<file path="src/design/cpet_pkg.sv">
// ----------------------------------------------------------------------------
// cpet_pkg
// Types and constants shared by the collision pair event tracker.
// ----------------------------------------------------------------------------
`default_nettype none
package cpet_pkg;

	localparam int MAX_COLLIDERS_DEF = 64;
	localparam int ID_W   = 6;
	localparam int POS_W  = 20;
	localparam int SIZE_W = 16;

	localparam logic SHAPE_RECT   = 1'b0;
	localparam logic SHAPE_CIRCLE = 1'b1;

	typedef enum logic [1:0] {
		EV_NONE  = 2'd0,
		EV_ENTER = 2'd1,
		EV_STAY  = 2'd2,
		EV_EXIT  = 2'd3
	} event_t;

	typedef struct packed {
		logic [ID_W-1:0]          first_id;
		logic [ID_W-1:0]          second_id;
		logic                     first_shape;
		logic                     second_shape;
		logic signed [POS_W-1:0]  first_pos_x;
		logic signed [POS_W-1:0]  first_pos_y;
		logic signed [POS_W-1:0]  second_pos_x;
		logic signed [POS_W-1:0]  second_pos_y;
		logic [SIZE_W-1:0]        first_size_w;
		logic [SIZE_W-1:0]        first_size_h;
		logic [SIZE_W-1:0]        second_size_w;
		logic [SIZE_W-1:0]        second_size_h;
	} pair_t;

	typedef struct packed {
		logic [1:0]      event_res;
		logic [ID_W-1:0] event_first_id;
		logic [ID_W-1:0] event_second_id;
	} result_t;

	typedef enum logic [2:0] {
		ST_CLR,
		ST_IDLE,
		ST_CALC,
		ST_MUL,
		ST_DONE
	} state_t;

	typedef struct packed {
		logic clr;
		logic load;
		logic calc;
		logic mul;
		logic done;
	} cmd_t;

	typedef struct packed {
		logic clr_last;
	} status_t;

endpackage
`default_nettype wire

</file>
<file path="src/design/cpet_ctrl.sv">
// ----------------------------------------------------------------------------
// cpet_ctrl
// Sequencer: table clear after reset, then load, calc, multiply, finish.
// ----------------------------------------------------------------------------
`default_nettype none
module cpet_ctrl import cpet_pkg::*; (
	input  wire logic    clk,
	input  wire logic    arst_n,
	input  wire logic    start,
	input  wire status_t sts,
	output logic         busy,
	output cmd_t         cmd
);

	state_t state_q, state_d;

	always_ff @(posedge clk or negedge arst_n) begin
		if (!arst_n) state_q <= ST_CLR;
		else         state_q <= state_d;
	end

	always_comb begin
		state_d = state_q;
		case (state_q)
			ST_CLR:  if (sts.clr_last) state_d = ST_IDLE;
			ST_IDLE: if (start) state_d = ST_CALC;
			ST_CALC: state_d = ST_MUL;
			ST_MUL:  state_d = ST_DONE;
			ST_DONE: state_d = ST_IDLE;
			default: state_d = ST_CLR;
		endcase
	end

	always_comb begin
		cmd  = '0;
		busy = 1'b1;
		case (state_q)
			ST_CLR:  cmd.clr = 1'b1;
			ST_IDLE: begin
				busy     = 1'b0;
				cmd.load = start;
			end
			ST_CALC: cmd.calc = 1'b1;
			ST_MUL:  cmd.mul  = 1'b1;
			ST_DONE: cmd.done = 1'b1;
			default: cmd = '0;
		endcase
	end

endmodule
`default_nettype wire

</file>
<file path="config.mk">
export PLATFORM = sky130hd
export DESIGN_NAME = cpet_ctrl
export DESIGN_NICKNAME = d
export VERILOG_FILES = /design/src/design/cpet_pkg.sv /design/src/design/cpet_ctrl.sv
export SDC_FILE = /design/constraint.sdc
export NUM_CORES = 1
export LEC_CHECK = 0
export BUFFER_PORTS_ARGS = -buffer_cell sky130_fd_sc_hd__clkbuf_2
export CAP_MARGIN = 40
export CORE_AREA = 2 2 39 41
export DETAILED_ROUTE_END_ITERATION = 10
export DIE_AREA = 0 0 41 43
export PLACE_DENSITY = 0.43
export SETUP_SLACK_MARGIN = 0.05
export SLEW_MARGIN = 15
export SYNTH_ARGS = -nofsm -noshare
export SYNTH_HDL_FRONTEND = slang
export SYNTH_SLANG_ARGS = --single-unit
</file>
<file path="constraint.sdc">
create_clock -name clk -period 1.2 [get_ports clk]
set_input_delay 0.24 -clock clk [delete_from_list [all_inputs] [get_ports clk]]
set_output_delay 0.24 -clock clk [all_outputs]
set_load 0.03 [all_outputs]
</file>
; ---- Word level (Yosys, flattened, before mapping)
; Index checks and enable logic that the tools add are counted.
[totals]
ff_bits = 3
[op_classes]
n_reduce_logical = 2
n_eq_ne = 6
muxes = 9
[op_table]
columns = operator, n
row1 = one-hot mux 3 bit (5 select lines), 1
row2 = == test 3 x 2 -> 1 bit (second input constant), 2
row3 = two-way mux 1 bit, 6
row4 = two-way mux 3 bit, 2
row5 = inequality test 2 bit (second input constant), 2
row6 = == test 3 x 1 -> 1 bit (second input constant), 1
row7 = == test 3 bit (second input constant), 1
row8 = zero test 3 bit, 1
row9 = AND reduction 2 bit, 1

; ---- Depth between registers and ports, before layout
[logic_depth]
word_depth = 3
mapped_depth = 4

; ---- Worst setup path before layout
; OpenSTA, ideal clock, no wires.
[synth_timing]
kind = register -> output
startpoint = reg state_q[2]
endpoint = out cmd[3] (netlist bit)
n_path_buf = 0
required_ps = 960
path_stages_with_launch = 4
slack_ps = -294
arrival_time_ps = 1254
cell_sequence = dfrtp_1 -> nor2_1 -> nand2_1 -> nor2_1
[synth_rtl]
columns = item, line
row1 = from (decl), cpet_ctrl.sv:15  ; state_t state_q, state_d;
row2 = from (signal assigned), cpet_ctrl.sv:19  ; else state_q <= state_d;
row3 = to (decl), cpet_ctrl.sv:12  ; output cmd_t cmd

==> impl_metrics.json <==
{
  "synth_edf_count": 0,
  "synth_top_area_cell": "dfrtp_1",
  "max_stage_delay_ns": 0.44,
  "violations": "setup timing",
  "async_flop_share": 1.00,
  "vias_per_cell": 3.55,
  "ir_drop_uv": 558,
  "num_rows": 14,
  "area_delta_synth_final_pct": 111,
  "grt_pass1_vias": 211,
  "timing_worst_setup_path_type": "flip-flop to primary output",
  "clk_path_buf_depth": 2,
  "whs_ns": 0.289,
  "p_int_uw": 666,
  "cts_tree": "done",
  "netSwitchingFraction": 0.423,
  "overflow": 0,
  "place.gp.congestion": 0.619,
  "cts_made_buffers": 3,
  "hold_class": "input pin to flip-flop",
  "vias": 195,
  "wirelength_um": 505,
  "num_io_pins": 10,
  "grtUsageTotal": 0.0763,
  "final_antenna_net_count": 0,
  "syn_nets": 23,
  "outcome": "finished with violations",
  "synth_area_um2": 185,
  "hold_viol": 0,
  "maxCapViolations": 0,
  "setup_viol": 6,
  "slowest_stage": "dfrtp_2",
  "place_area_um2": 277,
  "period_minus_slack_ns": 1.39,
  "first_pass_iters": 1,
  "cts.sinks": 3,
  "relSlewSlack": 0.856,
  "end_kind": "primary output",
  "nets": 44,
  "min_period_over_period": 1.16,
  "power_density_nw_per_um2": 2950,
  "seq_power_share": 0.215,
  "clk_pin_slew_ns": 0.03,
  "fin_area_um2": 392,
  "largest_reg_flops": 3,
  "grt_pass1_wl_um": 855,
  "drv_slew": 0,
  "crit_required_ns": 0.96,
  "crit_end": "cmd[1]",
  "drc_errors": 0,
  "cp_top_family": "flip-flops",
  "regToRegStartpoint": "state_q[2]$_DFFE_PN0P_",
  "crit_cells": 3,
  "grt_max_degree": 8,
  "fin_ws_ns": -0.191,
  "start_util": 0.134,
  "die_h_um": 43,
  "port_buffers": 9,
  "max_slew.worst_pin.slew_ns": 0.213,
  "synthTopCellsByArea": "dfrtp_1 41%, and3b_2 11%, nor3b_2 6.8%",
  "p_comb_frac": 0.636,
  "yosys_warnings": 0,
  "r2r-end": "state_q[0]$_DFFE_PN0P_",
  "hpwl_um": 313,
  "clock_latency_ns": 0.23,
  "skew_ns": 0.00318,
  "antenna_found_initial": 0,
  "arrival_ns": 1.15,
  "synth_commonest_cells": "3 x dfrtp_1, 3 x nor2_1, 2 x and3b_2, 2 x nand2_1",
  "clkPwrFrac": 0.149,
  "die_w_um": 41,
  "rsz0062_at_grt": "yes",
  "die_area_um2": 1760,
  "max_freq_mhz": 719,
  "yosysUniqueCellTypes": 13,
  "p_switching_uw": 488,
  "yosysSeqAreaShare": 0.405,
  "core_um2": 1380,
  "worst-path-max-fanout": 6,
  "min_from": "sts",
  "setup_tns_ns": -0.826,
  "top_regs": "state_q x3",
  "largest-register": "state_q",
  "p_leak_uw": 0.000187,
  "rr_worst_depth": 3,
  "critPathLaunchType": "flip-flop",
  "yosysTopAreaCellShare": 0.405,
  "cts_max_level": 1,
  "avgRoutedWirePerCell_um": 9.18,
  "path_cells": "buf_4, and3b_2, buf_8",
  "drt_first_iter_violations": 0,
  "cts_root_buf": "clkbuf_4",
  "rrSetupSlack_ns": 0.12,
  "synth_top_flop_cell": "dfrtp_1",
  "drive_gt1_frac": 0.795,
  "syn_area_per_cell_um2": 9.75,
  "postSynthCellCount": 19,
  "crit_path_start": "state_q[1]$_DFFE_PN0P_",
  "ys_ff_latch": 3,
  "diodes": 0,
  "path_buf_inv": 2
}
kinds of logic after synthesis:
group,Yosys count,synth area share
simple gates,11,0.378
flops,3,0.405
compound gates,2,0.0744
buf+inv,2,0.0811
mux,1,0.0608
how the worst min path moves through the flow:
stage                             endpoint  slack, ns  cells after the start
CTS                 state_q[0]$_DFFE_PN0P_       0.29                      3
detailed placement  state_q[2]$_DFFE_PN0P_       0.04                      1
floorplan           state_q[0]$_DFFE_PN0P_      -0.06                      0
global route        state_q[0]$_DFFE_PN0P_       0.31                      3
finish              state_q[0]$_DFFE_PN0P_       0.29                      3
global placement    state_q[2]$_DFFE_PN0P_       0.04                      1
stage by stage:
step	total power (uW)	util	cells	setup slack [ns]
floorplan	597	-	19	-0.189
global placement	760	0.200	47	-0.0249
detailed placement	757	0.200	47	-0.0147
CTS	1080	0.267	54	-0.204
global route	1240	0.283	55	-0.252
finish	1150	0.283	55	-0.191
power groups by stage:
stage                     clock [uW]  combinational, uW  sequential [uW]
after floorplan                    0                404              193
after global placement             0                529              231
after detailed placement           0                530              227
after CTS                        181                671              232
after global routing             195                788              259
final                            172                734              248
area by class of cell:
type	instances	area, um2
flip-flops and latches	3	78.8
fillers	151	992
repair buffers	17	150
clock buffers	4	26.3
inverters	1	3.75
multi-input cells	14	113
well taps	16	20.0
placed cells by master, fill, tap and decap left out, drive strengths merged:
| master | n |
|---|---|
| inv | 1 |
| nor3b | 2 |
| clkbuf | 9 |
| nand2 | 2 |
| nor2 | 4 |
| a31oi | 1 |
| buf | 11 |
| dlygate4sd3 | 1 |
| and3b | 2 |
| o31ai | 1 |
| mux2 | 1 |
| dfrtp | 3 |
| nor3 | 1 |
tightest hold or removal path, cell delays in order:
cell and delay, ns:
clkbuf_2 0.08, nor2_1 0.08, o31ai_1 0.07
routing by layer:
metal,share of wire,track usage,vias to the layer above
met1,0.35,0.0772,89
met3,0.016,0.0314,0
met5,0,0,-
met2,0.63,0.116,2
met4,0,0.0600,0
li1,-,-,104
repair_timing:
action	4_1_cts	5_1_grt
pin swaps	2	0
endpoints found under the setup margin	6	7
resized for setup	12	9
hold buffers	1	0
buffers inserted	2	1
hold endpoints to repair	3	0
No activity file was read; power rests on OpenSTA's default activity.
